File: src/rtl/length_prefixed_frame_deframer_macros.svh
// Assertion helpers for the deframer. They expect clk_i and rst_ni in scope.
`ifndef LENGTH_PREFIXED_FRAME_DEFRAMER_MACROS_SVH
`define LENGTH_PREFIXED_FRAME_DEFRAMER_MACROS_SVH

`ifndef SYNTHESIS
`define LPFD_ASSERT(lbl, prop, msg) \
  lbl: assert property (@(posedge clk_i) disable iff (!rst_ni) (prop)) else $error(msg);
`define LPFD_ASSERT_IMP(lbl, ante, cons, msg) \
  lbl: assert property (@(posedge clk_i) disable iff (!rst_ni) (ante) |-> (cons)) \
    else $error(msg);
`else
`define LPFD_ASSERT(lbl, prop, msg)
`define LPFD_ASSERT_IMP(lbl, ante, cons, msg)
`endif

`endif

File: src/rtl/lpfd_pkg.sv
`timescale 1ns / 1ps

package lpfd_pkg;

  typedef enum logic [1:0] {
    PhHunt    = 2'd0,
    PhHeader  = 2'd1,
    PhPayload = 2'd2,
    PhEnd     = 2'd3
  } phase_e;

  typedef enum logic [1:0] {
    KindData   = 2'd0,
    KindStatus = 2'd1,
    KindError  = 2'd2
  } kind_e;

  typedef enum logic [1:0] {
    StOk       = 2'd0,
    StBadStart = 2'd1,
    StTooLong  = 2'd2,
    StBadEnd   = 2'd3
  } status_e;

  localparam int unsigned CfgIdxW = 3;
  localparam logic [CfgIdxW-1:0] CfgStartMarker = 3'd0;
  localparam logic [CfgIdxW-1:0] CfgEndMarker   = 3'd1;
  localparam logic [CfgIdxW-1:0] CfgBigEndian   = 3'd2;
  localparam logic [CfgIdxW-1:0] CfgMaxBuffer   = 3'd3;

  localparam int unsigned MaxBufW = 21;
  localparam int unsigned LenW    = 32;

  typedef struct packed {
    logic [7:0]         start_marker;
    logic [7:0]         end_marker;
    logic               big_endian;
    logic [MaxBufW-1:0] max_buffer_bytes;
  } cfg_t;

  typedef struct packed {
    logic [7:0] rx_byte;
    logic       abort;
  } item_t;

  typedef struct packed {
    kind_e           kind;
    logic [7:0]      data_byte;
    logic            last_payload;
    status_e         status;
    logic [LenW-1:0] payload_length;
  } res_t;

endpackage

File: src/rtl/lpfd_in_reg.sv
`timescale 1ns / 1ps

module lpfd_in_reg
  import lpfd_pkg::*;
(
  input  logic  clk_i,
  input  logic  rst_ni,
  input  logic  in_valid_i,
  output logic  in_stall_o,
  input  item_t item_i,
  output logic  valid_o,
  output item_t item_o,
  input  logic  advance_i
);

  logic  valid_q;
  item_t item_q;
  logic  load;

  // The held item leaves when the core takes it, so a new one may enter then.
  assign load       = !valid_q || advance_i;
  assign in_stall_o = !load;

  always_ff @(posedge clk_i or negedge rst_ni) begin
    if (!rst_ni) begin
      valid_q <= 1'b0;
    end else if (load) begin
      valid_q <= in_valid_i;
    end
  end

  always_ff @(posedge clk_i) begin
    if (load && in_valid_i) begin
      item_q <= item_i;
    end
  end

  assign valid_o = valid_q;
  assign item_o  = item_q;

endmodule

File: src/rtl/lpfd_core.sv
`timescale 1ns / 1ps

module lpfd_core
  import lpfd_pkg::*;
#(
  parameter int unsigned LENGTH_BYTES = 4
) (
  input  logic  clk_i,
  input  logic  rst_ni,
  input  logic  step_i,
  input  item_t item_i,
  input  cfg_t  cfg_i,
  output logic  res_valid_o,
  output res_t  res_o
);

  localparam int unsigned CntW     = (LENGTH_BYTES > 1) ? $clog2(LENGTH_BYTES) : 1;
  localparam int unsigned Overhead = LENGTH_BYTES + 2;

  phase_e          phase_q, phase_d;
  logic [CntW-1:0] hdr_cnt_q, hdr_cnt_d;
  logic [LenW-1:0] len_q, len_d;
  logic [LenW-1:0] rem_q, rem_d;

  logic [LenW-1:0] hdr_len;
  logic [LenW:0]   frame_size;
  logic            too_long;

  // Length assembly: either shift in from the bottom, or drop the byte into
  // the lane given by the header count.
  always_comb begin
    hdr_len = len_q;
    if (cfg_i.big_endian) begin
      hdr_len = {len_q[LenW-9:0], item_i.rx_byte};
    end else begin
      for (int i = 0; i < 4; i++) begin
        if (i < LENGTH_BYTES && hdr_cnt_q == CntW'(i)) begin
          hdr_len[8*i +: 8] = len_q[8*i +: 8] | item_i.rx_byte;
        end
      end
    end
  end

  assign frame_size = {1'b0, hdr_len} + (LenW + 1)'(Overhead);
  assign too_long   = frame_size > (LenW + 1)'(cfg_i.max_buffer_bytes);

  always_comb begin
    phase_d     = phase_q;
    hdr_cnt_d   = hdr_cnt_q;
    len_d       = len_q;
    rem_d       = rem_q;
    res_valid_o = 1'b0;
    res_o       = '{kind: KindData, data_byte: 8'd0, last_payload: 1'b0,
                    status: StOk, payload_length: '0};
    if (step_i) begin
      if (item_i.abort) begin
        phase_d   = PhHunt;
        hdr_cnt_d = '0;
        len_d     = '0;
        rem_d     = '0;
      end else begin
        case (phase_q)
          PhHunt: begin
            if (item_i.rx_byte == cfg_i.start_marker) begin
              phase_d   = PhHeader;
              hdr_cnt_d = '0;
              len_d     = '0;
              rem_d     = '0;
            end else begin
              res_valid_o  = 1'b1;
              res_o.kind   = KindError;
              res_o.status = StBadStart;
            end
          end
          PhHeader: begin
            len_d = hdr_len;
            if (hdr_cnt_q == CntW'(LENGTH_BYTES - 1)) begin
              hdr_cnt_d = '0;
              if (too_long) begin
                phase_d              = PhHunt;
                len_d                = '0;
                rem_d                = '0;
                res_valid_o          = 1'b1;
                res_o.kind           = KindError;
                res_o.status         = StTooLong;
                res_o.payload_length = hdr_len;
              end else begin
                rem_d   = hdr_len;
                phase_d = (hdr_len == '0) ? PhEnd : PhPayload;
              end
            end else begin
              hdr_cnt_d = hdr_cnt_q + CntW'(1);
            end
          end
          PhPayload: begin
            rem_d = (rem_q != '0) ? rem_q - LenW'(1) : rem_q;
            if (rem_d == '0) begin
              phase_d = PhEnd;
            end
            res_valid_o        = 1'b1;
            res_o.kind         = KindData;
            res_o.data_byte    = item_i.rx_byte;
            res_o.last_payload = (rem_q <= LenW'(1));
          end
          PhEnd: begin
            phase_d              = PhHunt;
            hdr_cnt_d            = '0;
            len_d                = '0;
            rem_d                = '0;
            res_valid_o          = 1'b1;
            res_o.kind           = KindStatus;
            res_o.status         = (item_i.rx_byte == cfg_i.end_marker) ? StOk : StBadEnd;
            res_o.payload_length = len_q;
          end
          default: begin
            phase_d = PhHunt;
          end
        endcase
      end
    end
  end

  always_ff @(posedge clk_i or negedge rst_ni) begin
    if (!rst_ni) begin
      phase_q   <= PhHunt;
      hdr_cnt_q <= '0;
      len_q     <= '0;
      rem_q     <= '0;
    end else begin
      phase_q   <= phase_d;
      hdr_cnt_q <= hdr_cnt_d;
      len_q     <= len_d;
      rem_q     <= rem_d;
    end
  end

endmodule

File: src/rtl/lpfd_out_reg.sv
`timescale 1ns / 1ps

module lpfd_out_reg
  import lpfd_pkg::*;
(
  input  logic clk_i,
  input  logic rst_ni,
  input  logic pending_i,
  output logic advance_o,
  input  logic res_valid_i,
  input  res_t res_i,
  output logic out_valid_o,
  input  logic out_stall_i,
  output res_t res_o
);

  logic valid_q;
  res_t res_q;
  logic free;

  assign free      = !valid_q || !out_stall_i;
  assign advance_o = pending_i && free;

  always_ff @(posedge clk_i or negedge rst_ni) begin
    if (!rst_ni) begin
      valid_q <= 1'b0;
    end else if (free) begin
      valid_q <= advance_o && res_valid_i;
    end
  end

  always_ff @(posedge clk_i) begin
    if (advance_o && res_valid_i) begin
      res_q <= res_i;
    end
  end

  assign out_valid_o = valid_q;
  assign res_o       = res_q;

endmodule

File: src/rtl/length_prefixed_frame_deframer.sv
// A byte moves from the input register through the core; its result, if any, is
// registered in the result register. Throughput: one byte per cycle unless the
// consumer stalls, since input and result registers hand over in the same cycle.
// Reset: asynchronous, active low; hunting for a start byte, registers at their
// default values (start 2, end 3, big-endian length, 65536-byte limit).
`timescale 1ns / 1ps
`include "length_prefixed_frame_deframer_macros.svh"

module length_prefixed_frame_deframer
  import lpfd_pkg::*;
#(
  parameter int unsigned LENGTH_BYTES = 4
) (
  input  logic               clk_i,
  input  logic               rst_ni,
  input  logic               in_valid_i,
  output logic               in_stall_o,
  input  logic [7:0]         rx_byte_i,
  input  logic               abort_i,
  output logic               out_valid_o,
  input  logic               out_stall_i,
  output logic [1:0]         kind_o,
  output logic [7:0]         data_byte_o,
  output logic               last_payload_o,
  output logic [1:0]         status_o,
  output logic [LenW-1:0]    payload_length_o,
  input  logic               cfg_valid_i,
  output logic               cfg_ready_o,
  input  logic [CfgIdxW-1:0] cfg_index_i,
  input  logic [MaxBufW-1:0] cfg_data_i
);

  cfg_t  cfg_q;
  item_t in_item;
  item_t held_item;
  logic  held_valid;
  logic  advance;
  logic  res_valid;
  res_t  res;
  res_t  out_res;

  assign cfg_ready_o = 1'b1;

  always_ff @(posedge clk_i or negedge rst_ni) begin
    if (!rst_ni) begin
      cfg_q.start_marker     <= 8'd2;
      cfg_q.end_marker       <= 8'd3;
      cfg_q.big_endian       <= 1'b1;
      cfg_q.max_buffer_bytes <= 21'd65536;
    end else if (cfg_valid_i && cfg_ready_o) begin
      case (cfg_index_i)
        CfgStartMarker: cfg_q.start_marker     <= cfg_data_i[7:0];
        CfgEndMarker:   cfg_q.end_marker       <= cfg_data_i[7:0];
        CfgBigEndian:   cfg_q.big_endian       <= cfg_data_i[0];
        CfgMaxBuffer:   cfg_q.max_buffer_bytes <= cfg_data_i;
        default: begin
        end
      endcase
    end
  end

  assign in_item.rx_byte = rx_byte_i;
  assign in_item.abort   = abort_i;

  lpfd_in_reg u_in_reg (
    .clk_i      (clk_i),
    .rst_ni     (rst_ni),
    .in_valid_i (in_valid_i),
    .in_stall_o (in_stall_o),
    .item_i     (in_item),
    .valid_o    (held_valid),
    .item_o     (held_item),
    .advance_i  (advance)
  );

  lpfd_core #(
    .LENGTH_BYTES (LENGTH_BYTES)
  ) u_core (
    .clk_i       (clk_i),
    .rst_ni      (rst_ni),
    .step_i      (advance),
    .item_i      (held_item),
    .cfg_i       (cfg_q),
    .res_valid_o (res_valid),
    .res_o       (res)
  );

  lpfd_out_reg u_out_reg (
    .clk_i       (clk_i),
    .rst_ni      (rst_ni),
    .pending_i   (held_valid),
    .advance_o   (advance),
    .res_valid_i (res_valid),
    .res_i       (res),
    .out_valid_o (out_valid_o),
    .out_stall_i (out_stall_i),
    .res_o       (out_res)
  );

  assign kind_o           = out_res.kind;
  assign data_byte_o      = out_res.data_byte;
  assign last_payload_o   = out_res.last_payload;
  assign status_o         = out_res.status;
  assign payload_length_o = out_res.payload_length;

  // The input side only waits when a result is held and the consumer stalls.
  `LPFD_ASSERT_IMP(a_stall_cause, in_stall_o, out_valid_o && out_stall_i, "input stalled without output back-pressure")
  `LPFD_ASSERT_IMP(a_data_clean, out_valid_o && kind_o == KindData, status_o == StOk && payload_length_o == '0, "payload item carries status or length")
  `LPFD_ASSERT_IMP(a_ctrl_clean, out_valid_o && kind_o != KindData, data_byte_o == 8'd0 && !last_payload_o, "status item carries payload data")
  `LPFD_ASSERT_IMP(a_bad_start_len, out_valid_o && kind_o == KindError && status_o == StBadStart, payload_length_o == '0, "bad start error carries a length")

endmodule

File: config.mk
export PLATFORM = sky130hd
export DESIGN_NAME = length_prefixed_frame_deframer
export DESIGN_NICKNAME = d
export VERILOG_FILES = /design/src/rtl/lpfd_pkg.sv /design/src/rtl/lpfd_in_reg.sv /design/src/rtl/lpfd_core.sv /design/src/rtl/lpfd_out_reg.sv /design/src/rtl/length_prefixed_frame_deframer.sv
export VERILOG_INCLUDE_DIRS = /design/src /design/src/rtl
export SDC_FILE = /design/constraint.sdc
export NUM_CORES = 1
export LEC_CHECK = 0
export BUFFER_PORTS_ARGS = -buffer_cell sky130_fd_sc_hd__buf_2
export CAP_MARGIN = 20
export CORE_MARGIN = 2
export CORE_UTILIZATION = 58
export CTS_CLUSTER_DIAMETER = 120
export CTS_CLUSTER_SIZE = 8
export DETAILED_ROUTE_END_ITERATION = 8
export GPL_ROUTABILITY_DRIVEN = 0
export PLACE_DENSITY = 0.78
export SLEW_MARGIN = 30
export SYNTH_ARGS = -nofsm -noshare
export SYNTH_HDL_FRONTEND = slang
export SYNTH_SLANG_ARGS = --single-unit
File: constraint.sdc
create_clock -name clk_i -period 18.8 [get_ports clk_i]
set_input_delay 0 -clock clk_i [delete_from_list [all_inputs] [get_ports clk_i]]
set_output_delay 0 -clock clk_i [all_outputs]
set_load 0.1 [all_outputs]
---- Yosys cells after proc, flatten, opt, wreduce, memory -nomap -nowiden ----
Cells that the tools add are included.
Widths: inputs -> output; s select.
storage, ports and cells
  bits in registers ....................... 162
  bits of input ports ..................... 38
  output and inout port bits .............. 48
cells by class
  add/subtract/negate cells ............... 3
  magnitude comparators ................... 2
  eq/ne operators ......................... 14
  multiplexer cells ....................... 41
  bitwise gates (word level) .............. 6
  reductions and logical operators ........ 26
operator list
  cell                   number
  $mux 32                8
  $pmux 32 s4            1
  $pmux 32 s3            1
  $mux 34                2
  $logic_not 32->1       2
  $pmux 32 s2            1
  $add 32x3->33 const B  1
  $gt 33x21->1           1
  $le 32x1->1 const B    1
  $mux 8                 4
  $or 8x8->8             4
  $reduce_bool 32->1     1
  $sub 32x1->32 const B  1
  $mux 2                 12
  $eq 8x8->1             2
  $pmux 2 s4             2
  $pmux 2 s3             2
  $ne 3x2->1 const B     3
  $eq 2x2->1 const B     4
  $reduce_and 2->1       4
  $mux 1                 7
  $eq 3x2->1 const B     2
  $reduce_and 3->1       2
  $eq 2x1->1 const B     2
  13 further kinds       22

---- Longest topological paths before layout ----
Gate-level depths: netlist of run 1.
  depth in word-level cells ............... 11
  gate-level depth with buffers ........... 24
  gate-level depth less buffers ........... 21

---- Cells and area by module ----
A second synthesis of run 1 with hierarchy kept.
second synthesis, totals
  cells, all modules ...................... 1018
  area, all modules ....................... 9700.6 um^2
modules (own cells, without submodules)
  module                          times used  cells an instance  area each (um^2)  seq. area each (um^2)
  lpfd_core                       1           868                6507.5            1701.6
  length_prefixed_frame_deframer  1           85                 1466.4            957.2
  lpfd_out_reg                    1           51                 1398.8            1376.3
  lpfd_in_reg                     1           14                 327.8             295.3

---- Worst setup path before layout of run 1 ----
No wires, ideal clock.
  path kind ............................... reg-to-reg
  start point ............................. register u_core.hdr_cnt_q[0]
  end point ............................... register u_out_reg.res_q, in the netlist u_out_reg.res_o[0], enable pin
  library setup time ...................... 0.447 ns
  data arrival time ....................... 5.952 ns
  required time ........................... 18.353 ns
  slack ................................... 12.401 ns
  stages on the path, launching flop included .. 22
  path buffers ............................ 1
  cells stage by stage .................... dfrtp_1 > inv_1 > ha_1 > or2_1 > buf_2 > a22oi_1 > ha_1 > a21oi_1 > o21ai_1 > or4_1 > or3_1 > nor4_1 > xnor2_1 > ha_1 > a21o_1 > a21oi_1 > o211ai_1 > o211ai_1 > o21a_1 > a41oi_4 > a21oi_1 > nor2_1
on the way
  word-level cells in the longest chain between the ends .. 11
ends and longest elaborated chain
  element                                   RTL line            source
  start, declared                           lpfd_core.sv:21     logic [CntW-1:0] hdr_cnt_q, hdr_cnt_d;
  start signal, assigned                    lpfd_core.sv:131    hdr_cnt_q <= hdr_cnt_d;
  $eq 2x1->1, or another cell as far along  lpfd_core.sv:37     if (i < LENGTH_BYTES && hdr_cnt_q == CntW'(i)) begin
  $mux 8                                    lpfd_core.sv:37
  $mux 32                                   lpfd_core.sv:33     if (cfg_i.big_endian) begin
  $add 32x3->33                             lpfd_core.sv:44     assign frame_size = {1'b0, hdr_len} + (LenW + 1)'(Overhead);
  $gt 33x21->1                              lpfd_core.sv:45     assign too_long = frame_size > (LenW + 1)'(cfg_i.max_buffer_bytes);
  $mux 1                                    lpfd_core.sv:79     if (too_long) begin
  $mux 1 (*)                                lpfd_core.sv:77     if (hdr_cnt_q == CntW'(LENGTH_BYTES - 1)) begin
  $pmux 1 s3 (*)                            lpfd_core.sv:62     case (phase_q)
  $mux 1 (*)                                lpfd_core.sv:56     if (item_i.abort) begin
  $mux 1 (*)                                lpfd_core.sv:55     if (step_i) begin
  $logic_and 1x1->1 (*)                     lpfd_out_reg.sv:33  if (advance_o && res_valid_i) begin
  end signal, assigned                      lpfd_out_reg.sv:34  res_q <= res_i;
  end, declared                             lpfd_out_reg.sv:18  res_t res_q;
Every way passes the cells marked *; elsewhere a longest branch is shown, timed or not.
A chain may end at the register's enable or synchronous reset.

---- Worst setup path after layout of run 1 ----
  start point ............................. register u_core.hdr_cnt_q[0]
  end point ............................... register u_core.rem_q[16]
on the way
  word-level cells in the longest chain between the ends .. 9
ends and longest elaborated chain
  element                                   RTL line          source
  $eq 2x1->1, or another cell as far along  lpfd_core.sv:37
  $mux 8                                    lpfd_core.sv:37
  $mux 32                                   lpfd_core.sv:33
  $add 32x3->33                             lpfd_core.sv:44
  $gt 33x21->1                              lpfd_core.sv:45
  $mux 32                                   lpfd_core.sv:79
  $mux 32                                   lpfd_core.sv:77
  $pmux 32 s4                               lpfd_core.sv:62
  $mux 32                                   lpfd_core.sv:56
  end signal, assigned                      lpfd_core.sv:133  rem_q <= rem_d;
  end, declared                             lpfd_core.sv:23   logic [LenW-1:0] rem_q, rem_d;
Parallel ways exist; a longest one is shown, timed or not. The select of a mux whose other input is x is not followed.

==> impl_metrics.py, run 1 <==
metrics = {
    "outcome": {
        "status": "completed",
    },
    "route": {
        "top_layer": "met4",
        "drc": 0,
        "wl_met1_mm": 11.4,
        "drtIter0Drc": 996,
        "wl_mm": 27.5,
        "postRouteAntennaNets": 0,
        "drt-pass1-iter-count": 5,
        "wl_met3_mm": 2.53,
        "routedWlPerCell_um": 20.5,
        "wl_met2_mm": 12.7,
        "vias": 8536,
        "via_per_inst": 6.36,
    },
    "placement": {
        "place_inst": 1274,
        "port_buffers": 84,
        "dp_hpwl_mm": 19.0,
    },
    "sta": {
        "tns_ns": 0,
        "setup_viol": 0,
        "finalHoldViolCount": 0,
        "final_min_period_over_clock_period_pct": 33.9,
        "rsz0062_at_grt": "false",
        "slew_headroom_pct": 32.0,
        "clock_skew_ns": 0.0111,
        "min_period_ns": 6.38,
        "report.final.slew_viol_count": 0,
        "fmax_ghz": 0.157,
        "tightest_slew_ns": 1.02,
    },
    "critical_path": {
        "r2r-start": "u_core.hdr_cnt_q[0]$_DFFE_PN0P_",
        "ff2ff_setup_slack_ns": 12.42,
        "r2r_cells": 20,
        "slowest_stage": "nand4_1",
        "critPathMaxStageDelay_ns": 0.72,
        "critPathKind": "register to register",
        "critical_path.startpoint": "u_core.hdr_cnt_q[0]$_DFFE_PN0P_",
        "cp_data_required_time_ns": 19.11,
        "worst-endpoint-arrival_ns": 6.69,
        "cp_cell_sequence": "inv_1, ha_1, or2_1, a22oi_1, ha_1, a21oi_1, o21ai_1, or4_1, or3_1, nor4_1, xnor2_1, ha_1, a21o_1, a21oi_1, o211ai_1, o211ai_1, o21a_1, and4_1, nand4_1, o21ai_0",
        "worstReg2RegEnd": "u_core.rem_q[16]$_DFFE_PN0P_",
        "cp_max_fo": 22,
        "crit_path_start_kind": "register",
        "crit_top_cell": "ha_1",
        "critPathCaptureType": "register",
    },
    "floorplan": {
        "initial_core_util_pct": 59.1,
        "die-width_um": 134,
        "pin_count": 86,
        "fp-row-count": 47,
        "fp.dieH_um": 134,
        "core_um2": 16500,
        "die-area_um2": 17900,
    },
    "hold_path": {
        "whs_path_depth": 4,
        "holdPathEnd": "cfg_q[34]$_DFFE_PN0P_",
        "hold_path.startpoint": "cfg_index_i[1]",
        "hp-class": "primary input to register",
    },
    "clock_tree": {
        "htree_levels": 4,
        "cts_tree": "built",
        "clockBufferDepth": 2,
        "cts_buffers": 17,
        "clock_sinks": 162,
        "path_clk_slew_ns": 0.07,
        "cts_root_buffer": "clkbuf_16",
        "cts.repair.resized": 0,
        "cts_setup_buffers": 0,
        "clock_latency_ns": 0.44,
    },
    "final_layout": {
        "drive_above_1_share_pct": 19.8,
        "fin_nets": 1180,
        "antennaDiodeCount": 0,
        "final_cells": 1342,
        "regArea_um2": 4330,
        "area_delta_synth_final_pct": 15.6,
        "fillCellCount": 1295,
        "multi_input_area_um2": 4940,
    },
    "synth": {
        "synthCells": 1016,
        "ys_ff_latch": 162,
        "synth_cell_types": 89,
        "synth_area_per_cell_um2": 9.61,
        "synth_flop_cell": "dfrtp_1",
        "synth_edf_count": 54,
        "syn_nets": 1087,
        "syn-cell-area_um2": 9760,
        "synth_top_area_cell": "dfrtp_1",
        "synth_seq_area_share_pct": 44.4,
        "async_reset_ff_share_pct": 66.7,
        "synthTopCellsByArea": "dfrtp_1 (26%), edfxtp_1 (17%), nand2_1 (5.0%)",
        "synth-warning-count": 0,
        "synth_top_area_share_pct": 26.4,
    },
    "power": {
        "ir_drop_mv": 0.133,
        "power_mw": 2.20,
        "p_per_area_nw_per_um2": 195,
        "p_leak_nw": 4.71,
    },
    "global_route": {
        "grt_pass1_vias": 8136,
        "antenna_found_initial": 0,
        "grt_pass1_wl_mm": 43.3,
        "grt.overflow.total": 0,
        "grt_max_degree": 59,
        "grt_use_total_pct": 31.2,
    },
    "job": {
        "cap_violations": 0,
    },
}
-- repair_timing --
item	in CTS	in global routing
endpoints found under the hold margin	101	0
setup endpoints to repair	0	0
hold buffers	36	0
-- cell type report --
type	count	share of cell area [%]
clock inverter	15	1.91
multi-input combinational	736	43.8
inverter	61	2.03
timing repair buffer	131	7.67
tap	220	2.44
clock buffer	17	3.77
sequential	162	38.4
-- how the worst max path moves through the flow --
stage                                              to  slack (ns)  cells after the start
floorplan            u_out_reg.res_o[0]$_SDFFCE_PP0P_       12.40                     21
global placement    u_out_reg.res_o[16]$_SDFFCE_PP0P_       12.84                     20
detailed placement        u_core.rem_q[2]$_DFFE_PN0P_       12.61                     20
CTS                       u_core.rem_q[2]$_DFFE_PN0P_       12.54                     20
global route             u_core.rem_q[16]$_DFFE_PN0P_       12.01                     20
finish                   u_core.rem_q[16]$_DFFE_PN0P_       12.42                     20
-- critical path: cells and delay by family (launching register included) --
family                   cells  cell delay [ns]
AO/OA/AOI/OAI                9             2.10
XOR/XNOR                     1             0.17
adder cells (fa/ha/maj)      3             0.84
buffers and inverters        1             0.10
flip-flops                   1             0.43
AND/OR/NAND/NOR              6             2.61
-- power by group --
| part | switching [mW] | internal (mW) |
|---|---|---|
| clock network | 0.155 | 0.227 |
| registers | 0.0988 | 0.452 |
| logic | 0.862 | 0.405 |
| total | 1.12 | 1.08 |
-- cell families after synthesis --
family                     count (synthesis)  share of synthesized area, %
AOI/OAI and AO/OA                        288                          19.0
xor gates and xnor gates                  39                          3.50
adders and majority gates                 33                          4.23
buffers and inverters                    118                          5.45
DFF                                      162                          44.4
muxes                                     41                          4.82
other                                      1                        0.0384
and+or+nand+nor                          334                          18.6
-- state kept, by name, indices dropped and copies added (netlist names) --
signal	flops
u_core.len_q	32
u_out_reg.out_valid_o	1
u_in_reg.item_o	9
u_in_reg.valid_o	1
cfg_q	38
u_core.hdr_cnt_q	2
u_core.rem_q	32
u_core.phase_q	2
u_out_reg.res_o	45
-- cell usage after synthesis (all sizes together), types with 11 or more instances --
library cell	n
a211oi	16
a21o	13
a21oi	46
and3	12
buf	32
clkbuf	25
dfrtp	103
edfxtp	54
ha	33
inv	61
mux2	38
nand2	130
nand3	15
nand4	26
nor2	36
nor3	26
nor4	26
o21ai	134
or3	12
or4	11
xnor2	33
-- routing by layer --
layer  GRT usage (%)  vias to the layer above
met5               0                        -
met4            12.2                        0
met3            6.39                       84
met2            49.0                      460
met1            42.9                     4085
li1                -                     3907
-- stage by stage --
step           area, um2  setup WS, ns  hold slack, ns  util (%)
2_1_floorplan       9760         12.40          -0.296         -
3_3_place_gp       10300         12.84          0.0924      62.1
3_5_place_dp       10300         12.61           0.101      62.2
4_1_cts            11300         12.54           0.128      68.2
5_1_grt            11300         12.01           0.134      68.3
6_report           11300         12.42           0.144      68.3
-- placed cells by master (no fill, tap or decap), drive strengths merged, types with 8 or more instances in the layout --
cell type,instances
o21a,8
and3,12
o31ai,9
or4,11
dlygate4sd3,36
nor4,26
inv,70
nand3,15
a21oi,46
buf,95
a21o,13
nand2,130
mux2,38
nor3,26
nand4,26
dfrtp,103
o21ai,134
xnor2,33
nor2,36
a211oi,16
ha,33
a211o,8
edfxtp,54
or3,12
clkbuf,17
Power figures use the tool's default switching activity.
==> run 2, diff against run 1 <==
CORE_UTILIZATION = 55   (was 58)
PLACE_DENSITY = 0.77   (was 0.78)
clock period = 5.2 ns   (was 18.8 ns; I/O delays follow)
==> run 2 against run 1 <==
Effect of this change: clock power grew to 3.2 times the previous value; flip-flop and latch count did not move; final cell count grew 3.6%; die area is 5.3% higher; utilization is 0.67 points lower; critical endpoint is now u_out_reg.res_o[26]$_SDFFCE_PP0P_; largest power group unchanged.
==> impl_metrics.py, run 2 (same netlist as run 1, synthesis figures left out) <==
metrics = {
    "sta": {
        "final_min_period_over_clock_period_pct": 96.4,
        "slew_headroom_pct": 33.3,
        "clock_skew_ns": 0.0124,
        "setup_viol": 0,
        "tns_ns": 0,
        "min_period_ns": 5.01,
        "fmax_ghz": 0.200,
        "tightest_slew_ns": 1.00,
        "finalHoldViolCount": 0,
        "report.final.slew_viol_count": 0,
    },
    "final_layout": {
        "regArea_um2": 4330,
        "antennaDiodeCount": 0,
        "multi_input_area_um2": 5010,
        "final_common_cell": "nand2_1",
        "mostFrequentLayoutCells": "nand2_1 (129), dfrtp_1 (103), buf_2 (83), o21ai_0 (82), inv_1 (60)",
        "largest_reg_flops": 45,
        "final_cells": 1390,
        "fin_nets": 1223,
        "area_delta_synth_final_pct": 19.8,
        "drive_above_1_share_pct": 23.7,
        "fillCellCount": 1344,
    },
    "route": {
        "routedWlPerCell_um": 20.4,
        "postRouteAntennaNets": 0,
        "vias": 8740,
        "via_per_inst": 6.29,
        "drc": 0,
        "drt-pass1-iter-count": 8,
        "top_layer": "met4",
        "wl_mm": 28.3,
        "drtIter0Drc": 1153,
        "wl_met2_mm": 13.2,
        "wl_met3_mm": 2.69,
        "wl_met1_mm": 11.4,
    },
    "critical_path": {
        "worst-endpoint-arrival_ns": 5.20,
        "cp_max_fo": 58,
        "crit_end": "u_out_reg.res_o[26]$_SDFFCE_PP0P_",
        "critical_path.startpoint": "cfg_q[21]$_DFFE_PN1P_",
        "cp_data_required_time_ns": 5.39,
        "ff2ff_setup_slack_ns": 0.19,
        "r2r_cells": 19,
        "worstReg2RegEnd": "u_out_reg.res_o[26]$_SDFFCE_PP0P_",
        "critPathKind": "register to register",
        "r2r-start": "cfg_q[21]$_DFFE_PN1P_",
        "critPathCaptureType": "register",
        "crit_path_start_kind": "register",
    },
    "floorplan": {
        "initial_core_util_pct": 56.4,
        "die-area_um2": 18800,
        "pin_count": 86,
        "fp.dieH_um": 137,
        "die-width_um": 137,
        "fp-row-count": 48,
        "core_um2": 17300,
    },
    "global_route": {
        "grt_pass1_wl_mm": 43.7,
        "grt_pass1_vias": 8283,
        "antenna_found_initial": 0,
        "grt_max_degree": 59,
        "grt_use_total_pct": 30.5,
        "grt.overflow.total": 0,
    },
    "power": {
        "p_leak_nw": 4.92,
        "switching_share_pct": 51.1,
        "pwr-share-comb_pct": 60.1,
        "p_per_area_nw_per_um2": 686,
        "p_switching_mw": 4.10,
        "clkPwrFrac_pct": 15.3,
        "ir_drop_mv": 0.595,
        "power_frac_seq_pct": 24.5,
        "p_int_mw": 3.92,
    },
    "hold_path": {
        "hp-class": "primary input to asynchronous set/reset pin",
    },
    "outcome": {
        "status": "completed",
    },
    "job": {
        "cap_violations": 0,
    },
    "placement": {
        "place_inst": 1311,
        "dp_hpwl_mm": 19.6,
        "port_buffers": 84,
    },
    "clock_tree": {
        "clockBufferDepth": 2,
        "cts_buffers": 17,
        "clock_latency_ns": 0.44,
        "path_clk_slew_ns": 0.07,
        "clock_sinks": 162,
        "cts_root_buffer": "clkbuf_16",
        "htree_levels": 4,
        "cts_tree": "built",
    },
}
[run 2: worst min path at each step]
stage | to | slack [ns] | startpoint | cells after the start
floorplan | cfg_q[0]$_DFFE_PN0P_ | -0.30 | rst_ni | 0
global placement | u_core.rem_q[30]$_DFFE_PN0P_ | 0.08 | rst_ni | 1
detailed placement | u_core.rem_q[27]$_DFFE_PN0P_ | 0.08 | rst_ni | 1
CTS | u_core.rem_q[30]$_DFFE_PN0P_ | 0.17 | rst_ni | 2
global route | u_core.rem_q[30]$_DFFE_PN0P_ | 0.23 | rst_ni | 2
finish | u_core.rem_q[30]$_DFFE_PN0P_ | 0.14 | rst_ni | 2
[run 2: routing by layer]
layer  up-vias  track usage [%]
met2       476             47.8
met3        88             6.95
met5         -                0
met1      4175             40.8
li1       4001                -
met4         0             12.9
[run 2: area by class of cell]
class	instances	share of cell area [%]
clock inverters	13	1.09
repair buffers	174	10.9
flip-flops and latches	162	37.0
multi-input cells	736	42.9
well taps	225	2.41
clock buffers	19	3.79
inverters	61	1.96
[run 2: per-stage QoR]
step | cell area (um2) | power, mW | hold slack (ns) | setup WS (ns) | util [%]
3_3_place_gp | 10500 | 6.46 | 0.0824 | 0.177 | 61.0
3_5_place_dp | 10600 | 6.53 | 0.0842 | 0.000281 | 61.0
2_1_floorplan | 9770 | 5.36 | -0.296 | 0.0150 | -
4_1_cts | 11500 | 7.81 | 0.167 | 0.00822 | 66.6
6_report | 11700 | 8.02 | 0.135 | 0.189 | 67.6
5_1_grt | 11700 | 8.44 | 0.234 | -0.0149 | 67.6
[run 2: power by group through the flow]
stage,clock (mW),combinational (mW),sequential (mW)
floorplan,0,3.06,2.30
global placement,0,4.50,1.96
detailed placement,0,4.56,1.97
CTS,1.24,4.62,1.95
global route,1.29,5.15,2.00
finish,1.23,4.82,1.97
[run 2: critical path: stages (launching register included)]
cell and delay, ns:
dfstp_2 0.55, buf_12 0.24, o21ai_0 0.24, a22oi_1 0.36, o21ai_2 0.16, nor3_2 0.15, nand2_1 0.11, or3_1 0.41
xnor2_1 0.25, ha_1 0.29, a21o_1 0.16, a21o_1 0.18, a21oi_2 0.15, o211ai_1 0.10, o211ai_1 0.36, o21a_1 0.26
a41oi_4 0.18, buf_6 0.19, and3_1 0.19, a22o_1 0.23
[run 2: timing repair]
action | in CTS | in global routing
endpoints found under the hold margin | 102 | 0
setup endpoints to repair | 37 | 135
hold buffers | 38 | 0
pin swaps | 1 | 6
cloned | 0 | 2
gates resized for setup | 3 | 30
buffers inserted | 0 | 7
